==> src/rtl/core/ccl_pkg.sv <==
// Shared types and constants of the comment line classifier.
// No dependencies; imported by every module of the block.
`default_nettype none

package ccl_pkg;

	// Command codes of an input beat. Code 3 is unused and ignored.
	localparam logic [1:0] CMD_CHAR  = 2'd0;
	localparam logic [1:0] CMD_EMPTY = 2'd1;
	localparam logic [1:0] CMD_EOF   = 2'd2;

	// Characters that matter to the scanner.
	localparam logic [7:0] CH_SLASH     = 8'h2F;
	localparam logic [7:0] CH_STAR      = 8'h2A;
	localparam logic [7:0] CH_QUOTE     = 8'h22;
	localparam logic [7:0] CH_BACKSLASH = 8'h5C;
	localparam logic [7:0] CH_NUL       = 8'h00;

	// Position of the next character within its line.
	localparam logic [1:0] POS_FIRST  = 2'd0;
	localparam logic [1:0] POS_SECOND = 2'd1;
	localparam logic [1:0] POS_LATER  = 2'd2;

	typedef struct packed {
		logic [1:0] cmd;
		logic [7:0] ch;
		logic       line_end;
	} item_t;

	typedef struct packed {
		logic emit;
		logic is_comment;
	} scan_res_t;

endpackage

`default_nettype wire

==> src/rtl/core/ccl_in_reg.sv <==
// Input register stage of the comment line classifier.
// Depends on ccl_pkg for the item type.
`default_nettype none

module ccl_in_reg (
	input  logic          clk,
	input  logic          arst_n,
	input  logic          in_valid,
	output logic          in_stall,
	input  ccl_pkg::item_t item,
	input  logic          advance,
	output logic          valid_s1,
	output ccl_pkg::item_t item_s1
);
	import ccl_pkg::*;

	logic load;

	// The stage takes a new beat whenever it is empty or its beat moves on.
	assign in_stall = valid_s1 && !advance;
	assign load     = !in_stall;

	always_ff @(posedge clk or negedge arst_n) begin
		if (!arst_n) begin
			valid_s1 <= 1'b0;
		end else if (load) begin
			valid_s1 <= in_valid;
		end
	end

	always_ff @(posedge clk) begin
		if (load && in_valid) begin
			item_s1 <= item;
		end
	end

endmodule

`default_nettype wire

==> src/rtl/core/ccl_scan.sv <==
// Scanner state and per-character update of the comment line classifier.
// Depends on ccl_pkg for codes, characters and the item and result types.
`default_nettype none

module ccl_scan (
	input  logic              clk,
	input  logic              arst_n,
	input  ccl_pkg::item_t    item_s1,
	input  logic              fire,
	output ccl_pkg::scan_res_t res
);
	import ccl_pkg::*;

	logic       block_q, in_string_q, line_comment_q;
	logic [7:0] prev_q;
	logic [1:0] pos_q;

	logic       block_d, in_string_d, line_comment_d;
	logic [7:0] prev_d;
	logic [1:0] pos_d;

	always_comb begin
		logic lc;
		logic str;
		logic blk;
		block_d        = block_q;
		in_string_d    = in_string_q;
		line_comment_d = line_comment_q;
		prev_d         = prev_q;
		pos_d          = pos_q;
		res            = '0;
		lc             = line_comment_q;
		str            = in_string_q;
		blk            = block_q;
		unique case (item_s1.cmd)
			CMD_CHAR: begin
				if (pos_q == POS_FIRST) begin
					// The first character is only remembered, never scanned.
					lc     = 1'b0;
					str    = 1'b0;
					pos_d  = POS_SECOND;
				end else begin
					if (pos_q == POS_SECOND) begin
						lc = (prev_q == CH_SLASH) && (item_s1.ch == CH_SLASH);
					end
					pos_d = POS_LATER;
					if (item_s1.ch == CH_QUOTE && !lc && !block_q) begin
						if (!in_string_q || prev_q != CH_BACKSLASH) begin
							str = !in_string_q;
						end
					end
					if (!str) begin
						if (prev_q == CH_SLASH && item_s1.ch == CH_STAR) begin
							blk = 1'b1;
						end
						if (prev_q == CH_STAR && item_s1.ch == CH_SLASH) begin
							blk = 1'b0;
						end
					end
				end
				block_d        = blk;
				line_comment_d = lc;
				in_string_d    = str;
				prev_d         = item_s1.ch;
				if (item_s1.line_end) begin
					res.emit       = 1'b1;
					res.is_comment = lc || blk;
					line_comment_d = 1'b0;
					in_string_d    = 1'b0;
					prev_d         = CH_NUL;
					pos_d          = POS_FIRST;
				end
			end
			CMD_EMPTY: begin
				res.emit       = 1'b1;
				res.is_comment = line_comment_q || block_q;
				line_comment_d = 1'b0;
				in_string_d    = 1'b0;
				prev_d         = CH_NUL;
				pos_d          = POS_FIRST;
			end
			CMD_EOF: begin
				block_d        = 1'b0;
				line_comment_d = 1'b0;
				in_string_d    = 1'b0;
				prev_d         = CH_NUL;
				pos_d          = POS_FIRST;
			end
			default: begin
				// Unused code: no result and no change.
			end
		endcase
	end

	always_ff @(posedge clk or negedge arst_n) begin
		if (!arst_n) begin
			block_q        <= 1'b0;
			in_string_q    <= 1'b0;
			line_comment_q <= 1'b0;
			prev_q         <= CH_NUL;
			pos_q          <= POS_FIRST;
		end else if (fire) begin
			block_q        <= block_d;
			in_string_q    <= in_string_d;
			line_comment_q <= line_comment_d;
			prev_q         <= prev_d;
			pos_q          <= pos_d;
		end
	end

endmodule

`default_nettype wire

==> src/rtl/core/c_comment_line_classifier_unit.sv <==
// Top level of the C comment line classifier: input stage, scanner, result register.
// Depends on ccl_pkg, ccl_in_reg and ccl_scan.
`default_nettype none

// The block reads C source text one character per input beat and gives one
// output beat per finished line, with is_comment high when the line starts
// with two slashes or ends inside a block comment. An input beat carries cmd:
// a character (ch, with line_end marking the last one of its line), an empty
// line, or end of file, which clears all scanner state without a result; an
// empty line that arrives while a line is unfinished ends that line, with one
// result for both. The block takes one beat every clock cycle while in_stall
// is low. A taken beat sits in the input register while the scanner works on
// it, and the result of a line-ending beat is loaded into the result register
// as that beat moves on, so a result passes both registers before it leaves. The
// result register and the input register part the two sides: a new beat is
// still taken while a result waits, and input stalls only when the scanned
// beat has a result and the result register is held.
module c_comment_line_classifier_unit (
	input  logic       clk,
	input  logic       arst_n,
	input  logic       in_valid,
	output logic       in_stall,
	input  logic [1:0] cmd,
	input  logic [7:0] ch,
	input  logic       line_end,
	output logic       out_valid,
	input  logic       out_stall,
	output logic       is_comment
);
	import ccl_pkg::*;

	item_t     item;
	item_t     item_s1;
	logic      valid_s1;
	logic      advance;
	logic      fire;
	scan_res_t res;
	logic      out_valid_q;
	logic      is_comment_q;

	assign item.cmd      = cmd;
	assign item.ch       = ch;
	assign item.line_end = line_end;

	// The scanned beat moves on when it has no result, or when the result
	// register is empty or is being emptied in this cycle.
	assign advance = !res.emit || !out_valid_q || !out_stall;
	assign fire    = valid_s1 && advance;

	ccl_in_reg u_in_reg (
		.clk      (clk),
		.arst_n   (arst_n),
		.in_valid (in_valid),
		.in_stall (in_stall),
		.item     (item),
		.advance  (advance),
		.valid_s1 (valid_s1),
		.item_s1  (item_s1)
	);

	ccl_scan u_scan (
		.clk     (clk),
		.arst_n  (arst_n),
		.item_s1 (item_s1),
		.fire    (fire),
		.res     (res)
	);

	// Result register: loaded by a scanned beat that ends a line, cleared
	// when its beat is taken and nothing new arrives.
	always_ff @(posedge clk or negedge arst_n) begin
		if (!arst_n) begin
			out_valid_q <= 1'b0;
		end else if (fire && res.emit) begin
			out_valid_q <= 1'b1;
		end else if (!out_stall) begin
			out_valid_q <= 1'b0;
		end
	end

	always_ff @(posedge clk) begin
		if (fire && res.emit) begin
			is_comment_q <= res.is_comment;
		end
	end

	assign out_valid  = out_valid_q;
	assign is_comment = is_comment_q;

endmodule

`default_nettype wire

==> config.mk <==
export PLATFORM = sky130hd
export DESIGN_NAME = c_comment_line_classifier_unit
export DESIGN_NICKNAME = d
export VERILOG_FILES = /design/src/rtl/core/ccl_pkg.sv /design/src/rtl/core/ccl_in_reg.sv /design/src/rtl/core/ccl_scan.sv /design/src/rtl/core/c_comment_line_classifier_unit.sv
export SDC_FILE = /design/constraint.sdc
export NUM_CORES = 1
export LEC_CHECK = 0
export BUFFER_PORTS_ARGS = -buffer_cell sky130_fd_sc_hd__buf_2
export CORE_UTILIZATION = 50
export DETAILED_ROUTE_END_ITERATION = 8
export PLACE_DENSITY = 0.74
export SLEW_MARGIN = 0
export SYNTH_ARGS = -nofsm -noshare
export SYNTH_HDL_FRONTEND = slang
export SYNTH_HIERARCHICAL = 1
export SYNTH_SLANG_ARGS = --single-unit
export TNS_END_PERCENT = 10
==> constraint.sdc <==
create_clock -name clk -period 2.1 [get_ports clk]
set_clock_uncertainty 0.1 [all_clocks]
set_input_delay 0.105 -clock clk [delete_from_list [all_inputs] [get_ports clk]]
set_output_delay 0.105 -clock clk [all_outputs]
set_load 0.02 [all_outputs]
* Yosys cells after proc, flatten, opt, wreduce, memory -nomap -nowiden *
Cells that the tools add are included.

storage, ports and cells
  register bits after elaboration = 27
  input port bits = 15
  output and inout port bits = 3
  logic and storage cells = 79

cells by class
  equal/unequal tests = 10
  muxes and demuxes = 29
  reduce and logical (&&, ||, !) cells = 29

operator list
  cell                                                                   number
  8-bit by 6-bit equality test with 1-bit output, second input constant  5
  1-bit two-way mux                                                      19
  8-bit one-hot mux with 2 select lines                                  1
  1-bit logical AND                                                      9
  1-bit logical NOT                                                      8
  8-bit two-way mux                                                      1
  8-bit by 7-bit != test with 1-bit output, second input constant        1
  2-bit one-hot mux with 2 select lines                                  2
  2-bit two-way mux                                                      3
  1-bit one-hot mux with 2 select lines                                  3
  1-bit logical OR                                                       5
  2-bit by 1-bit equality test with 1-bit output, second input constant  2
  2-bit logical NOT                                                      2
  2-bit AND reduction                                                    2
  2-bit nonzero test                                                     2
  2-bit equality test, second input constant                             1
  2-bit by 1-bit != test with 1-bit output, second input constant        1
  2-bit OR reduction                                                     1

* Longest topological paths before layout *
Gate-level depths: netlist (run 1).

  depth after elaboration = 24
  gate-level depth with buffers = 11
  gate-level depth less buffers = 11

* By module *
The synthesis (run 1) kept the hierarchy.

by module, submodules not included
  module                          times used  cells an instance  area an instance (µm²)  seq. area each (µm²)
  ccl_scan                        1           79                 825.8                   325.3
  ccl_in_reg                      1           16                 387.9                   355.3
  c_comment_line_classifier_unit  1           8                  87.6                    55.1

* Least setup slack after synthesis (run 1) *
No wires, ideal clock.

  path kind = reg-to-reg
  start point = reg u_in_reg/item_s1[3] (netlist name)
  end point = reg is_comment_q (netlist: is_comment) (data pin)
  library setup time = 263 ps
  arrival = 1908 ps
  required time = 1737 ps
  slack = -171 ps
  stages on the path, launching flop included = 6
  path buffers = 0
  period minus slack after synthesis = 2271 ps
  cells stage by stage = edfxtp_1 -> or4_4 -> a2111oi_4 -> mux2i_1 -> mux2i_1 -> a22oi_1

RTL lines
  element                 RTL line                              RTL
  end signal: assignment  c_comment_line_classifier_unit.sv:83  is_comment_q <= res.is_comment;
  end: declaration        c_comment_line_classifier_unit.sv:39  logic is_comment_q;

==> results of run 1 <==
==> report_power, final <==
| group | internal [mW] | switching [mW] | total [mW] |
|---|---|---|---|
| clock | 0.0732 | 0.169 | 0.242 |
| combinational | 0.129 | 0.114 | 0.244 |
| sequential | 0.598 | 0.0346 | 0.633 |
| total | 0.800 | 0.318 | 1.12 |
==> how the worst max path moves through the flow <==
stage	to	slack (ps)
final	is_comment$_DFFE_PP_	-220
after global routing	is_comment$_DFFE_PP_	-290
after global placement	is_comment$_DFFE_PP_	-130
after detailed placement	is_comment$_DFFE_PP_	-180
after CTS	is_comment$_DFFE_PP_	-150
after floorplan	is_comment$_DFFE_PP_	-110
==> through the flow <==
step                setup WS, ps  util [%]  cells  TNS, ps  hold WS (ps)
floorplan                   -111         -    103     -111          -291
global placement            -130      61.9    163     -159         -70.3
detailed placement          -176      61.9    163     -277         -67.0
CTS                         -152      69.5    183     -194          93.3
global route                -294      70.7    184     -587           106
finish                      -217      70.7    184     -265          75.3
==> critical path, cell delays in order, from the launching register on <==
cell,delay [ps]
edfxtp_1,430
buf_4,150
buf_4,130
or4_2,650
o31ai_1,340
mux2i_1,150
a22oi_1,210
==> cells in the mapped netlist (all sizes together) <==
| cell | count | area share, % |
|---|---|---|
| nor3 | 1 | 0.38 |
| o21bai | 1 | 0.58 |
| nand4b | 2 | 1.3 |
| or4b | 2 | 1.5 |
| o2bb2ai | 1 | 0.67 |
| dfrtp | 15 | 29 |
| a22oi | 1 | 0.58 |
| nor4bb | 2 | 1.5 |
| or2b | 1 | 0.58 |
| clkbuf | 2 | 0.58 |
| o21ai | 4 | 1.5 |
| nor4 | 1 | 0.48 |
| a2111oi | 1 | 2.1 |
| o31ai | 1 | 0.58 |
| a21oi | 3 | 1.2 |
| o41ai | 1 | 0.67 |
| mux2i | 2 | 1.5 |
| nand2b | 4 | 2.5 |
| a22o | 10 | 6.8 |
| nand4bb | 1 | 0.87 |
| and2 | 2 | 1.2 |
| a211o | 1 | 0.67 |
| nand4 | 1 | 0.48 |
| o311ai | 1 | 0.67 |
| or4bb | 1 | 1.2 |
| edfxtp | 12 | 28 |
| nor2 | 6 | 1.7 |
| nand3 | 1 | 0.77 |
| nand2 | 6 | 1.7 |
| ha | 4 | 3.8 |
| or2 | 1 | 0.48 |
| a21o | 1 | 0.58 |
| nand3b | 1 | 0.58 |
| or4 | 2 | 1.5 |
| inv | 7 | 2.0 |
==> per-layer routing <==
layer	vias to the layer above	share of wire [%]
met2	44	51
met3	8	3.6
li1	493	-
met4	0	3.1
met1	512	43
met5	-	0
==> kinds of logic (layout without fill, tap and decap cells) <==
kind of cell    count (synthesis)  in the layout  share of synthesized area, %
simple gates                   35             35                          18.8
flops                          27             27                          56.5
compound gates                 26             26                          16.6
mux                             2              2                          1.54
buf+inv                         9             60                          2.60
fa+ha+maj                       4              4                          3.85
==> cell type report <==
cell class / instances / share of cell area, %
clock buffers: 3 / 1.29
clock inverters: 1 / 0.429
inverters: 7 / 1.50
multi-input cells: 67 / 32.1
flip-flops and latches: 27 / 42.0
well taps: 30 / 2.14
repair buffers: 49 / 20.6
==> repair_timing <==
action,4_1_cts,5_1_grt
pin swaps,4,1
hold buffers,14,0
gates resized for setup,1,8
hold endpoints to repair,29,0
endpoints found under the setup margin,3,4
setup buffers,2,1
==> cells in the final DEF (no fill, tap or decap), types with 3 or more instances in the layout <==
| cell type | instances |
|---|---|
| a21oi_1 | 3 |
| a22o_1 | 9 |
| buf_2 | 17 |
| buf_4 | 18 |
| clkbuf_4 | 3 |
| dfrtp_1 | 15 |
| dlygate4sd3_1 | 14 |
| edfxtp_1 | 12 |
| inv_1 | 5 |
| nand2_1 | 6 |
| nand2b_1 | 3 |
| nor2_1 | 6 |
| o21ai_0 | 3 |
==> state kept, by name, summed over array words and instances, names as in the netlist <==
| register | count |
|---|---|
| is_comment | 1 |
| out_valid | 1 |
| u_in_reg/item_s1 | 11 |
| u_in_reg/valid_s1 | 1 |
| u_scan/block_q | 1 |
| u_scan/in_string_q | 1 |
| u_scan/line_comment_q | 1 |
| u_scan/pos_q | 2 |
| u_scan/prev_q | 8 |
==> impl_metrics.py, run 1 <==
metrics = {
    "status": {
        "outcome": "finished with violations",
        "violations": "negative setup slack",
    },
    "power": {
        "leakagePower_nw": 0.772,
        "vdd_drop_max_mv": 0.654,
        "power_mw": 1.12,
        "pwr_density_cell_nw_per_um2": 638,
    },
    "yosys": {
        "synth_seq_cells": 27,
        "syn_avg_cell_area_um2": 12.6,
        "ys_seq_area_share_pct": 56.5,
        "ys_types": 39,
        "synthCells": 103,
        "syn-num-nets": 122,
        "ys_warn_count": 6,
        "syn_area_um2": 1300,
    },
    "worst_setup_path": {
        "cp-end-kind": "register",
        "r2r_slack_ps": -220,
        "critPathLaunchType": "register",
        "arrival_ps": 2400,
        "r2r-start": "u_in_reg/item_s1[3]$_DFFE_PP_",
        "r2r_cells": 6,
        "cp-startpoint": "u_in_reg/item_s1[3]$_DFFE_PP_",
        "regToRegEndpoint": "is_comment$_DFFE_PP_",
        "crit_required_ps": 2180,
        "worstPathMaxFanout": 3,
        "worstSetupPathType": "register to register",
    },
    "routing": {
        "wl_per_cell_um": 16.1,
        "ant_nets": 0,
        "dr.pass1.iters": 4,
        "vias": 1057,
        "drtIter0Drc": 32,
        "drt_wl_total_mm": 2.96,
        "drt-vias-per-instance": 5.74,
        "drc": 0,
    },
    "timing": {
        "finalWorstSetupSlack_ps": -217,
        "slew_headroom_pct": 69.4,
        "hold_viol": 0,
        "fmax_ghz": 0.432,
        "tightest_slew_ps": 454,
        "fin_crit_sh_pct": 110,
        "setup_viol": 2,
        "rsz0062_at_grt": "true",
        "fin_crit_ps": 2320,
        "finalMaxSlewViolations": 0,
    },
    "grt": {
        "antenna_found_initial": 0,
        "grtUsageTotal_pct": 23.8,
        "grt_pass1_vias": 1015,
        "grt_start_max_net_pins": 17,
        "met1_usage_pct": 28.1,
        "grt_overflow": 0,
        "grt_util_met2_pct": 40.9,
        "grt_pass1_wl_mm": 4.53,
        "gr-usage-met3_pct": 4.60,
        "busiest_layer": "met2",
    },
    "place": {
        "gp_congestion": 0.928,
        "port_buffers": 17,
        "place.detailed.hpwl_mm": 1.81,
        "dpl-instance-area_um2": 1530,
    },
    "clocking": {
        "cts.sink_count": 27,
        "cts_max_path_buffers": 2,
        "clkSlewWorstSetupHoldPaths_ps": 150,
        "h-tree-depth": 1,
        "cts_tree": "built",
        "clock_latency_ps": 340,
        "numCtsBuffers": 3,
        "clockRootBuffer": "clkbuf_4",
    },
    "run": {
        "maxCapViolCount": 0,
    },
    "floorplan": {
        "die_y_um": 53.0,
        "rows": 18,
        "boundaryPins": 18,
        "start_util_pct": 52.5,
        "fp.dieW_um": 53.0,
        "die-area_um2": 2810,
        "coreArea_um2": 2480,
    },
    "finish": {
        "antenna_cells": 0,
        "syn_to_final_growth_pct": 34.6,
        "n_fill_cell": 169,
        "final_cell_area_um2": 1750,
        "multi_input_area_um2": 562,
        "register_area_um2": 736,
        "drive_gt1_share_pct": 36.4,
        "fin_nets": 174,
    },
    "min_path": {
        "hold_path_class": "input pin to asynchronous set/reset pin",
    },
}
No activity file was read; power rests on OpenSTA's default activity.
==> run 2, diff against run 1 <==
Settings changed: ABC_AREA from default to 1, CORE_MARGIN from default to 2, PLACE_DENSITY 0.74 to 0.73.
==> run 2 against run 1 <==
Effect of this change:
- the run now ends clean
- fmax grew 19%
- synthesized cell count increased by 46%
- wire length down 4.7%
- critical path depth rose by 3
- first-iteration DRC count is 34% higher
- via count is 7.5% higher
- core utilization is 5.3 points lower
- die area grew 15%
- highest routed layer unchanged
==> impl_metrics.py, run 2 <==
metrics = {
    "routing": {
        "drt_wl_total_mm": 2.82,
        "dr.pass1.iters": 4,
        "wl_per_cell_um": 12.5,
        "ant_nets": 0,
        "vias": 1136,
        "drtIter0Drc": 43,
        "drc": 0,
        "drt-vias-per-instance": 5.05,
    },
    "yosys": {
        "async_flop_share_pct": 55.6,
        "synthTopCellsByCount": "nand2_1 (29), inv_1 (24), dfrtp_1 (15)",
        "syn-num-nets": 169,
        "yosysTopAreaCell": "dfrtp_1",
        "synthCells": 150,
        "synth_top_area_share_pct": 27.0,
        "synth_seq_cells": 27,
        "synth_edf_count": 12,
        "ys_warn_count": 6,
        "ys_top_cells_by_area": "dfrtp_1 (27%), edfxtp_1 (26%), nand2_1 (7.8%)",
        "synth_most_common_cell": "nand2_1",
        "ys_types": 23,
        "syn_area_um2": 1390,
        "synthFlopType": "dfrtp_1",
        "ys_seq_area_share_pct": 52.8,
        "syn_avg_cell_area_um2": 9.28,
    },
    "power": {
        "p_switching_uw": 314,
        "p_int_uw": 776,
        "power_mw": 1.09,
        "power_frac_seq_pct": 58.2,
        "switching_share_pct": 28.8,
        "vdd_drop_max_mv": 0.606,
        "leakagePower_nw": 0.843,
        "clkPwrFrac_pct": 20.5,
        "pwr_density_cell_nw_per_um2": 614,
        "combPwrFrac_pct": 21.3,
    },
    "min_path": {
        "hold_path_class": "input pin to asynchronous set/reset pin",
    },
    "worst_setup_path": {
        "arrival_ps": 1740,
        "cp-end-kind": "output port",
        "crit_required_ps": 1890,
        "regToRegEndpoint": "u_scan/prev_q[7]$_DFFE_PN0P_",
        "worstSetupPathType": "register to output port",
        "slowest_delay_ps": 450,
        "cpMostUsedCell": "buf_4",
        "r2r_cells": 13,
        "r2r_slack_ps": 160,
        "critPathSlowestCell": "edfxtp_1",
        "r2r-start": "u_in_reg/item_s1[9]$_DFFE_PP_",
        "worstPathMaxFanout": 3,
        "critPathLaunchType": "register",
        "crit_chain": "inv_2 -> ha_2 -> nand2_1 -> inv_1 -> or2_4 -> nand3_2 -> buf_4 -> nor2_1 -> buf_4",
    },
    "finish": {
        "regMostFlops": "u_in_reg/item_s1",
        "n_fill_cell": 219,
        "largest_reg_flops": 11,
        "drive_gt1_share_pct": 30.9,
        "final_cell_area_um2": 1770,
        "fin_nets": 214,
        "syn_to_final_growth_pct": 27.3,
        "fin_util_pct": 65.4,
        "mostFrequentLayoutCell": "nand2_1",
        "final_cell_mix": "nand2_1 (29), inv_1 (22), buf_2 (16)",
        "reg.largest.list": "u_in_reg/item_s1 (11), u_scan/prev_q (8), u_scan/pos_q (2)",
        "antenna_cells": 0,
    },
    "timing": {
        "setup_tns_ps": 0,
        "finalWorstSetupSlack_ps": 156,
        "fin_crit_ps": 1940,
        "hold_viol": 0,
        "fin_crit_sh_pct": 92.6,
        "tightest_slew_ps": 348,
        "fmax_ghz": 0.514,
        "finalMaxSlewViolations": 0,
        "slew_headroom_pct": 76.8,
        "setup_viol": 0,
    },
    "clocking": {
        "clockRootBuffer": "clkbuf_4",
        "cts_max_path_buffers": 2,
        "numCtsBuffers": 3,
        "clkSlewWorstSetupHoldPaths_ps": 140,
        "cts_tree": "built",
        "clock_latency_ps": 330,
        "cts.sink_count": 27,
        "h-tree-depth": 1,
    },
    "place": {
        "preCtsSetupSlack_ps": -42.4,
        "port_buffers": 17,
        "dpl-instance-area_um2": 1570,
        "gp_congestion": 0.859,
        "place.detailed.hpwl_mm": 1.91,
    },
    "floorplan": {
        "start_util_pct": 51.4,
        "fp.dieW_um": 56.8,
        "coreArea_um2": 2710,
        "rows": 19,
        "die-area_um2": 3220,
        "boundaryPins": 18,
        "die_y_um": 56.8,
    },
    "grt": {
        "grt_pass1_vias": 1145,
        "grt_pass1_wl_mm": 4.75,
        "grt_start_max_net_pins": 16,
        "grtUsageTotal_pct": 19.4,
        "antenna_found_initial": 0,
        "grt_overflow": 0,
    },
    "status": {
        "outcome": "finished, final reports clean",
    },
    "run": {
        "maxCapViolCount": 0,
    },
}
[run 2: changes by cell type after synthesis, moves of 3 or more]
cell and delta:
nand2_1 +23, nand2_2 +6, nand3_2 +5, o21ai_0 +8, a21oi_1 -3, o22ai_1 +5, nand2b_1 -3, nor2_2 +4
inv_1 +17, nor2_1 +5, nand3_1 +5, a22o_1 -9, inv_2 +5
[run 2: worst max path at each step]
| stage | from | endpoint | slack [ps] | cells past startpoint |
|---|---|---|---|---|
| after global placement | u_in_reg/item_s1[9]$_DFFE_PP_ | u_scan/in_string_q$_DFFE_PN0P_ | 50 | 12 |
| after floorplan | u_in_reg/item_s1[9]$_DFFE_PP_ | u_scan/in_string_q$_DFFE_PN0P_ | 30 | 12 |
| final | u_in_reg/item_s1[9]$_DFFE_PP_ | in_stall | 160 | 9 |
| after CTS | u_in_reg/item_s1[9]$_DFFE_PP_ | u_scan/prev_q[7]$_DFFE_PN0P_ | 20 | 14 |
| after detailed placement | u_in_reg/item_s1[9]$_DFFE_PP_ | u_scan/pos_q[1]$_DFFE_PN0P_ | -40 | 12 |
| after global routing | u_in_reg/item_s1[9]$_DFFE_PP_ | in_stall | -0.3 | 9 |
[run 2: worst max-delay path, delay by kind of cell, from the launching register on]
family | cells | cell delay (ps)
DFF | 1 | 450
buffers and inverters | 4 | 450
and+or+nand+nor | 4 | 320
adders and majority gates | 1 | 180
[run 2: timing repair]
item                       CTS  global route
setup endpoints to repair    8            24
hold buffers                14             0
hold endpoints to repair    28             0
resized for setup            4             4
setup buffers                2             1
pin swaps                    1             2
[run 2: layer usage]
| layer | vias up | global-route usage, % | wire (µm) |
|---|---|---|---|
| met3 | 9 | 2.30 | 98 |
| met1 | 528 | 23.3 | 1210 |
| li1 | 573 | - | - |
| met5 | - | 0 | 0 |
| met2 | 26 | 33.1 | 1420 |
| met4 | 0 | 11.6 | 92 |
[run 2: kinds of logic after synthesis]
kind of cell             after synthesis  synth area share, %
flip-flops                            27                 52.8
adder cells (fa/ha/maj)                4                 3.59
AND/OR/NAND/NOR                       68                 26.1
AO/OA/AOI/OAI                         22                 9.70
buffers and inverters                 29                 7.82
[run 2: layout make-up]
class                   count  area [µm²]  share of cell area, %
inverters                  29         109                   6.14
well taps                  31        38.8                   2.19
clock buffers               4        26.3                   1.48
repair buffers             40         308                   17.4
flip-flops and latches     27         736                   41.5
multi-input cells          94         556                   31.3
[run 2: power groups by stage]
| stage | clock network (mW) | logic, mW | registers, mW |
|---|---|---|---|
| after floorplan | 0 | 0.133 | 0.641 |
| after global placement | 0 | 0.197 | 0.641 |
| after detailed placement | 0 | 0.201 | 0.644 |
| after CTS | 0.227 | 0.227 | 0.632 |
| after global routing | 0.252 | 0.260 | 0.640 |
| final | 0.224 | 0.232 | 0.634 |
[run 2: stage by stage]
| step | hold WS [ps] | std cells |
|---|---|---|
| floorplan | -291 | 150 |
| global placement | -74.5 | 204 |
| detailed placement | -70.2 | 204 |
| CTS | 112 | 224 |
| global route | 121 | 225 |
| finish | 96.6 | 225 |
